===== config.mk =====
export PLATFORM = sky130hd
export DESIGN_NAME = lowest_free_id_allocator
export DESIGN_NICKNAME = d
export VERILOG_FILES = /design/src/design/lfia_pkg.sv /design/src/design/lowest_free_id_allocator.sv
export VERILOG_INCLUDE_DIRS = /design/src /design/src/design
export SDC_FILE = /design/constraint.sdc
export NUM_CORES = 2
export LEC_CHECK = 0
export ABC_AREA = 1
export BUFFER_PORTS_ARGS = -buffer_cell sky130_fd_sc_hd__buf_2
export CAP_MARGIN = 20
export CORE_MARGIN = 2
export CORE_UTILIZATION = 43
export CTS_CLUSTER_DIAMETER = 80
export DETAILED_ROUTE_END_ITERATION = 16
export PLACE_DENSITY_LB_ADDON = 0.12
export SETUP_SLACK_MARGIN = 0.1
export SLEW_MARGIN = 0
export SYNTH_ARGS = -nofsm -noshare
export SYNTH_HDL_FRONTEND = slang
export SYNTH_SLANG_ARGS = --single-unit

===== constraint.sdc =====
create_clock -name clk -period 8.9 [get_ports clk]
set_input_delay 0.89 -clock clk [delete_from_list [all_inputs] [get_ports clk]]
set_output_delay 0.89 -clock clk [all_outputs]
set_load 0.01 [all_outputs]

===== src/design/assert_macros.svh =====
// ----------------------------------------------------------------------------
// assert_macros
// Assertion macros shared by the allocator RTL.
// ----------------------------------------------------------------------------
// Each macro expects signals named clk and rst_n in the enclosing module.
`ifndef ASSERT_MACROS_SVH
`define ASSERT_MACROS_SVH

// Consequent checked in the same cycle as the antecedent.
`define ASSERT_IMPL(label, ante, cons, msg) \
  label: assert property (@(posedge clk) disable iff (!rst_n) (ante) |-> (cons)) \
    else $error(msg);

// Consequent checked in the cycle after the antecedent.
`define ASSERT_NEXT(label, ante, cons, msg) \
  label: assert property (@(posedge clk) disable iff (!rst_n) (ante) |=> (cons)) \
    else $error(msg);

`endif


===== src/design/lfia_pkg.sv =====
// ----------------------------------------------------------------------------
// lfia_pkg
// Types, codes and helper functions for the lowest free id allocator.
// ----------------------------------------------------------------------------
package lfia_pkg;

  // Requester identifier width on the input port.
  localparam int PID_W = 8;

  // The busy map is searched in chunks of this many ids.
  localparam int CHUNK_W     = 64;
  localparam int CHUNK_IDX_W = 6;

  // Operation codes carried by in_mode.
  localparam logic MODE_ADD    = 1'b0;
  localparam logic MODE_REMOVE = 1'b1;

  // Result status codes.
  localparam logic [1:0] STAT_OK       = 2'd0;
  localparam logic [1:0] STAT_UNMAPPED = 2'd1;
  localparam logic [1:0] STAT_FULL     = 2'd2;

  typedef enum logic [1:0] {
    S_CLEAR,
    S_IDLE,
    S_EXEC
  } lfia_state_t;

  // Position of the lowest set bit of a 64-bit word, found by halving the
  // search window six times. The result is meaningless for an all-zero word.
  function automatic logic [CHUNK_IDX_W-1:0] ffs64(input logic [CHUNK_W-1:0] v);
    logic [CHUNK_W-1:0]     t;
    logic [CHUNK_W-1:0]     m;
    logic [CHUNK_IDX_W-1:0] p;
    t = v;
    p = '0;
    for (int k = CHUNK_IDX_W - 1; k >= 0; k--) begin
      m = (64'd1 << (1 << k)) - 64'd1;
      if ((t & m) == '0) begin
        p[k] = 1'b1;
        t    = t >> (1 << k);
      end
    end
    return p;
  endfunction

endpackage


===== src/design/lowest_free_id_allocator.sv =====
// ----------------------------------------------------------------------------
// lowest_free_id_allocator
// Grants the lowest free resource id to a requester and frees it on request.
// ----------------------------------------------------------------------------
// A word is accepted at a rising edge with start high and busy low. Mode add
// grants the lowest free id (1..RESOURCE_COUNT) and records it for the
// requester; mode remove frees the id that the requester owns. Each word
// gives exactly one result word, shown for one cycle with out_valid high, from
// the output registers after the execute state and the report stage; the
// receiver cannot stall it. Busy is high in the execute state after each accept,
// so a new word waits until the last leaves execute. This limit is set by the
// owner table, a one-port synchronous RAM that is read in the accept cycle and
// written back in the following cycle. After reset, busy stays high while a
// clearing pass writes every owner entry to zero. Process ids wrap modulo
// REQUESTER_SLOTS. A re-add of a mapped requester leaves its old id busy and
// orphaned; an add with nothing free reports status full.
module lowest_free_id_allocator
  import lfia_pkg::*;
#(
  parameter int REQUESTER_SLOTS = 256,
  parameter int RESOURCE_COUNT  = 64,
  localparam int ID_W           = $clog2(RESOURCE_COUNT + 2)
) (
  input  logic             clk,
  input  logic             rst_n,
  input  logic             start,
  output logic             busy,
  input  logic             in_mode,
  input  logic [PID_W-1:0] in_process_id,
  output logic             out_valid,
  output logic [ID_W-1:0]  out_granted_id,
  output logic [1:0]       out_status,
  output logic [ID_W-1:0]  out_smallest_free
);

`include "assert_macros.svh"

  localparam int SLOT_W = $clog2(REQUESTER_SLOTS);
  localparam int BIT_W  = $clog2(RESOURCE_COUNT);
  localparam int NCH    = (RESOURCE_COUNT + CHUNK_W - 1) / CHUNK_W;
  localparam int CI_W   = (NCH > 1) ? $clog2(NCH) : 1;
  localparam int NCH_P  = 1 << CI_W;
  localparam int PAD_W  = NCH_P * CHUNK_W;

  // Reduce a process id modulo the table depth by conditional subtraction,
  // one step per input bit.
  function automatic logic [SLOT_W-1:0] slot_of(input logic [PID_W-1:0] v);
    logic [31:0] r;
    r = 32'(v);
    for (int k = PID_W - 1; k >= 0; k--) begin
      if (r >= (32'(REQUESTER_SLOTS) << k)) begin
        r = r - (32'(REQUESTER_SLOTS) << k);
      end
    end
    return SLOT_W'(r);
  endfunction

  // Control.
  lfia_state_t state_r, state_nxt;
  logic [SLOT_W-1:0] clr_cnt_r, clr_cnt_nxt;
  logic accept, exec, clearing;

  // Owner table RAM.
  logic [ID_W-1:0]   owner_mem [REQUESTER_SLOTS];
  logic [ID_W-1:0]   mem_q_r;
  logic              mem_we;
  logic [SLOT_W-1:0] mem_waddr;
  logic [ID_W-1:0]   mem_wdata;
  logic [SLOT_W-1:0] in_slot;

  // Execute stage.
  logic              e_mode_r;
  logic [SLOT_W-1:0] e_slot_r;
  logic [ID_W-1:0]   grant;
  logic [1:0]        stat;
  logic              own_we;
  logic [ID_W-1:0]   own_wdata;
  logic [BIT_W-1:0]  bit_idx;

  // Busy map and the cached lowest free id.
  logic [RESOURCE_COUNT-1:0] busy_map_r, busy_map_nxt;
  logic [ID_W-1:0]           sf_r;

  // Per-chunk search results, registered between the two search levels.
  logic [PAD_W-1:0]       free_pad;
  logic [NCH_P-1:0]       chunk_free_nxt, chunk_free_r;
  logic [CHUNK_IDX_W-1:0] chunk_off_nxt [NCH_P];
  logic [CHUNK_IDX_W-1:0] chunk_off_r   [NCH_P];

  // Report stage.
  logic                   r_v_r;
  logic [ID_W-1:0]        r_grant_r;
  logic [1:0]             r_stat_r;
  logic [CHUNK_IDX_W-1:0] ci_full;
  logic [CI_W-1:0]        ci;
  logic [CHUNK_IDX_W-1:0] sel_off;
  logic                   any_free;
  logic [ID_W-1:0]        sf_calc;

  // Output registers.
  logic            out_valid_r;
  logic [ID_W-1:0] out_granted_id_r;
  logic [1:0]      out_status_r;
  logic [ID_W-1:0] out_smallest_free_r;

  // ---------------------------------------------------------------------------
  // State machine: clearing pass after reset, then idle / execute.
  // ---------------------------------------------------------------------------
  always_comb begin
    state_nxt = state_r;
    unique case (state_r)
      S_CLEAR: begin
        if (clr_cnt_r == SLOT_W'(REQUESTER_SLOTS - 1)) begin
          state_nxt = S_IDLE;
        end
      end
      S_IDLE: begin
        if (start) begin
          state_nxt = S_EXEC;
        end
      end
      S_EXEC: begin
        state_nxt = S_IDLE;
      end
      default: begin
        state_nxt = S_CLEAR;
      end
    endcase
  end

  always_comb begin
    busy     = 1'b1;
    accept   = 1'b0;
    exec     = 1'b0;
    clearing = 1'b0;
    unique case (state_r)
      S_CLEAR: begin
        clearing = 1'b1;
      end
      S_IDLE: begin
        busy   = 1'b0;
        accept = start;
      end
      S_EXEC: begin
        exec = 1'b1;
      end
      default: begin
        busy = 1'b1;
      end
    endcase
  end

  assign clr_cnt_nxt = clearing ? clr_cnt_r + 1'b1 : clr_cnt_r;

  always_ff @(posedge clk) begin
    if (!rst_n) begin
      state_r   <= S_CLEAR;
      clr_cnt_r <= '0;
    end else begin
      state_r   <= state_nxt;
      clr_cnt_r <= clr_cnt_nxt;
    end
  end

  // ---------------------------------------------------------------------------
  // Owner table. Read in the accept cycle; written back in the execute cycle,
  // so the next word's read always sees the previous word's write.
  // ---------------------------------------------------------------------------
  assign in_slot   = slot_of(in_process_id);
  assign mem_we    = clearing || (exec && own_we);
  assign mem_waddr = clearing ? clr_cnt_r : e_slot_r;
  assign mem_wdata = clearing ? '0 : own_wdata;

  always_ff @(posedge clk) begin
    if (mem_we) begin
      owner_mem[mem_waddr] <= mem_wdata;
    end
    if (accept) begin
      mem_q_r <= owner_mem[in_slot];
    end
  end

  always_ff @(posedge clk) begin
    if (accept) begin
      e_mode_r <= in_mode;
      e_slot_r <= in_slot;
    end
  end

  // ---------------------------------------------------------------------------
  // Execute: grant or free one id and update the busy map. The lowest free id
  // is kept in sf_r, so an add needs no search before granting.
  // ---------------------------------------------------------------------------
  always_comb begin
    grant        = '0;
    stat         = STAT_OK;
    own_we       = 1'b0;
    own_wdata    = '0;
    bit_idx      = '0;
    busy_map_nxt = busy_map_r;
    if (e_mode_r == MODE_ADD) begin
      if (sf_r > ID_W'(RESOURCE_COUNT)) begin
        stat = STAT_FULL;
      end else begin
        grant                 = sf_r;
        own_we                = 1'b1;
        own_wdata             = sf_r;
        bit_idx               = BIT_W'(sf_r - 1'b1);
        busy_map_nxt[bit_idx] = 1'b1;
      end
    end else begin
      if (mem_q_r == '0) begin
        stat = STAT_UNMAPPED;
      end else begin
        grant                 = mem_q_r;
        own_we                = 1'b1;
        own_wdata             = '0;
        bit_idx               = BIT_W'(mem_q_r - 1'b1);
        busy_map_nxt[bit_idx] = 1'b0;
      end
    end
  end

  // First search level: lowest free id within each 64-id chunk of the
  // updated map. Ids past the end of the range are padded as busy.
  always_comb begin
    free_pad                     = '0;
    free_pad[RESOURCE_COUNT-1:0] = ~busy_map_nxt;
    for (int c = 0; c < NCH_P; c++) begin
      chunk_free_nxt[c] = |free_pad[c*CHUNK_W +: CHUNK_W];
      chunk_off_nxt[c]  = ffs64(free_pad[c*CHUNK_W +: CHUNK_W]);
    end
  end

  always_ff @(posedge clk) begin
    if (!rst_n) begin
      busy_map_r <= '0;
    end else if (exec) begin
      busy_map_r <= busy_map_nxt;
    end
  end

  always_ff @(posedge clk) begin
    if (exec) begin
      r_grant_r    <= grant;
      r_stat_r     <= stat;
      chunk_free_r <= chunk_free_nxt;
      chunk_off_r  <= chunk_off_nxt;
    end
  end

  // ---------------------------------------------------------------------------
  // Report: second search level picks the lowest chunk with a free id, which
  // gives the new lowest free id for both the result and the next add.
  // ---------------------------------------------------------------------------
  assign ci_full  = ffs64(CHUNK_W'(chunk_free_r));
  assign ci       = ci_full[CI_W-1:0];
  assign sel_off  = chunk_off_r[ci];
  assign any_free = |chunk_free_r;
  assign sf_calc  = any_free ? ID_W'({ci_full, sel_off} + 12'd1)
                             : ID_W'(RESOURCE_COUNT + 1);

  always_ff @(posedge clk) begin
    if (!rst_n) begin
      r_v_r       <= 1'b0;
      out_valid_r <= 1'b0;
      sf_r        <= ID_W'(1);
    end else begin
      r_v_r       <= exec;
      out_valid_r <= r_v_r;
      if (r_v_r) begin
        sf_r <= sf_calc;
      end
    end
  end

  always_ff @(posedge clk) begin
    if (r_v_r) begin
      out_granted_id_r    <= r_grant_r;
      out_status_r        <= r_stat_r;
      out_smallest_free_r <= sf_calc;
    end
  end

  assign out_valid         = out_valid_r;
  assign out_granted_id    = out_granted_id_r;
  assign out_status        = out_status_r;
  assign out_smallest_free = out_smallest_free_r;

  // ---------------------------------------------------------------------------
  // Assertions
  // ---------------------------------------------------------------------------
  `ASSERT_IMPL(a_result_follows_exec, state_r == S_EXEC, ##2 out_valid_r, "execute without result")
  `ASSERT_IMPL(a_grant_in_range, out_valid_r, out_granted_id <= ID_W'(RESOURCE_COUNT), "grant out of range")
  `ASSERT_IMPL(a_full_means_none, out_valid_r && out_status == STAT_FULL, out_granted_id == '0 && out_smallest_free == ID_W'(RESOURCE_COUNT + 1), "full with free id")
  `ASSERT_NEXT(a_map_only_in_exec, state_r != S_EXEC, $stable(busy_map_r), "busy map changed outside execute")

endmodule

==> metrics.cfg <==
[floorplan]
rows = 156
io-pin-count = 30
die_w_um = 431
die_area_um2 = 186000
die_height_um = 431
initial_utilization_pct = 43.3
design.core.area_um2 = 181000

[detailed_routing]
route.detailed.drc = 0
routed-via-count = 52600
drt_pre_antenna_iters = 6
route.detailed.wl_per_inst_um = 26.6
drt-vias-per-instance = 5.88
drt-initial-drc-count = 6167
count_of_antenna_violating_nets_left_after_detailed_routing = 0
routed_wirelength_um = 238000

[run_status]
status = complete, no violations

[pwr]
power_internal_w = 0.0145
p_switching_w = 0.00417
power.clock.fraction_pct = 43.1
power.share.combinational_pct = 4.6
power.static_leakage_nw = 25.6
sw_frac_of_total_pct = 22.3
seq_power_share_pct = 52.2
power-per-cell-area_nw_per_um2 = 215
ir_worst_vdd_mv = 0.204
report.power.total_w = 0.0187

[global_routing]
top_usage_layer = met2
antenna_found_initial = 6
gr-usage-met2_pct = 39.0
use_met3_pct = 3.62
globalRouteMet1Util_pct = 37.1
grt.total_usage_pct = 25.3
grt_first_pass_wirelength_um = 348000
first_global_vias = 49400
grt_start_max_net_pins = 220
grt.overflow.total = 0

[synth]
async_reset_ff_share_pct = 0
syn_avg_cell_area_um2 = 12.0
most_frequent_cells_after_synthesis = sky130_fd_sc_hd__edfxtp_1, sky130_fd_sc_hd__nor2_1, sky130_fd_sc_hd__o21ai_0, sky130_fd_sc_hd__o22ai_1, sky130_fd_sc_hd__clkbuf_1
syn-num-nets = 6573
ys_seq_area_share_pct = 72.6
synthFlopType = sky130_fd_sc_hd__edfxtp_1
post_synth_instance_area_um2 = 78400
synth_edf_count = 1840
synthTopCellsByArea = sky130_fd_sc_hd__edfxtp_1, sky130_fd_sc_hd__o21ai_0, sky130_fd_sc_hd__nor2_1
synth.distinct_cells = 44
count_of_synthesis_stage_warnings_from_yosys = 0
netlist.top_cell.by_area = sky130_fd_sc_hd__edfxtp_1
postSynthCellCount = 6556
share_of_the_synthesized_area_in_the_top_cell_type_pct = 70.5
yosys.cell_count.top_type = sky130_fd_sc_hd__edfxtp_1
synth_seq_cells = 1923

[cts]
cts_hold_repair.buffers = 0
insertion_delay_ns = 0.85
cts_sinks = 1923
clk_root_buffer_cell = sky130_fd_sc_hd__clkbuf_16
number_of_buffers_added_for_setup_after_cts = 0
cts_tree = built
ctsLongestPathBuffers = 3
cts.clk_slew.worst_paths_ns = 0.06
cts_resized = 0
cts_buffers = 202
htree_levels = 4

[timing]
finalSetupViolCount = 0
fmaxAchievable_mhz = 206
fin_crit_sh_pct = 54.6
final.setup.tns_ns = 0
grt_setup_unrepaired = false
hold_ws_ns = 0.260
timing.final.crit_period_ns = 4.86
final_max_slew_viol_count = 0
finalClockSkew_ns = 0.0321
timing.max_slew.rel_slack_pct = 19.0
final_hold_viol_count = 0
tightestPinTransition_ns = 1.21

[finish]
final_nets = 6432
post_layout_nonfiller_instances = 8952
final_layout_size_suffix_gt1_share_pct = 7.22
seqCellArea_um2 = 56900
area.growth.synth_to_final_pct = 11.1
final_util_pct = 48.1
num-fill-cells = 16100
multiInputGateArea_um2 = 19200

[critical_path]
cp_slowest_stage_delay_ns = 0.41
cp-end-kind = register
cp_num_buf_inv = 3
cp-start-kind = register
crit_path_max_fanout = 15
worst_path_most_repeated_cell = sky130_fd_sc_hd__nand2_1
timing_worst_setup_path_type = reg -> reg
cell_with_the_biggest_individual_delay_on_the_critical_path = sky130_fd_sc_hd__a21oi_1
worstPathRequired_ns = 9.50
cp_top_family = simple AND/OR/NAND/NOR gates
cp.arrival_ns = 5.46

[place]
io_buffer_count = 29
placed_cells_incl_taps = 8579
hpwlAfterDp_um = 135000
gpl.final_weighted_congestion = 0.894

[hold_path]
hp-class = in -> reg

[run]
number_of_maximum_capacitance_constraint_violations = 0

worst paths after layout:
check	cells past startpoint	endpoint	slack (ns)	start
min reg2reg	0	out_granted_id[0]	0.42	r_grant_r[0]
min	1	e_mode_r	0.26	in_mode
max	31	chunk_off_r[6]	4.04	sf_r[0]
max reg2reg	31	chunk_off_r[6]	4.04	sf_r[0]
layout make-up:
class | count | share of cell area (%)
antenna | 1 | 0.00288
clock buffer | 249 | 6.11
clock inverter | 121 | 1.05
inverter | 169 | 0.756
multi-input combinational | 4013 | 22.1
sequential | 1923 | 65.4
tap | 2370 | 3.41
timing repair buffer | 106 | 1.19
state kept, by name, indices dropped and copies added (netlist names):
| name | cells |
|---|---|
| r_v_r | 1 |
| e_slot_r | 8 |
| sf_r | 7 |
| out_smallest_free | 7 |
| r_stat_r | 2 |
| mem_q_r | 7 |
| chunk_off_r | 6 |
| owner_mem | 1792 |
| out_valid | 1 |
| state_r | 2 |
| r_grant_r | 7 |
| busy_map_r | 64 |
| chunk_free_r | 1 |
| clr_cnt_r | 8 |
| out_status | 2 |
| e_mode_r | 1 |
| out_granted_id | 7 |
per-stage QoR:
step,setup WS (ns),instance area (um2)
floorplan,0.323,78400
global placement,3.72,80800
detailed placement,3.71,80800
CTS,4.07,87000
global route,3.53,87000
finish,4.04,87000
power by group through the flow:
stage | registers, W | clock network (W) | logic (W)
finish | 0.00978 | 0.00807 | 0.000865
CTS | 0.00978 | 0.00819 | 0.000858
detailed placement | 0.00997 | 0 | 0.000856
global placement | 0.00997 | 0 | 0.000854
floorplan | 0.00997 | 0 | 0.000488
global route | 0.00977 | 0.00855 | 0.000922
routing by layer:
layer	share of wire [%]	wire length [um]
met1	45	106000
met2	46	109000
met3	6.9	16400
met4	3.0	7080
met5	0.0055	13
placed cells by master, fill, tap and decap left out, drive strengths merged:
cell type | synthesis | routed
inv | 166 | 179
a31oi | 2 | 2
nand4 | 21 | 21
clkbuf | 432 | 250
buf | 19 | 105
nand3 | 79 | 79
and3 | 1 | 1
or2 | 11 | 11
edfxtp | 1840 | 1840
o211ai | 7 | 7
o21a | 2 | 2
o31ai | 18 | 18
a211oi | 13 | 13
bufinv | 0 | 12
o21ai | 1220 | 1220
a22oi | 4 | 4
clkinv | 3 | 96
a21oi | 106 | 106
o22ai | 545 | 545
ha | 5 | 5
nand2 | 249 | 249
nand3b | 8 | 8
nor2b | 1 | 1
o32ai | 32 | 32
o221ai | 17 | 17
nor3 | 8 | 8
nor4 | 10 | 10
nor2 | 1646 | 1646
o21bai | 6 | 6
diode | 0 | 1
clkinvlp | 0 | 3
dfxtp | 83 | 83
xor2 | 2 | 2
cells by family after synthesis:
logic type	Yosys count	synth area share, %
and+or+nand+nor	2034	10.3
AOI/OAI and AO/OA	1972	13.9
DFF	1923	72.6
buffers and inverters	620	2.99
adders and majority gates	5	0.0798
xor gates and xnor gates	2	0.0463
(Power assumes the default switching activity.)
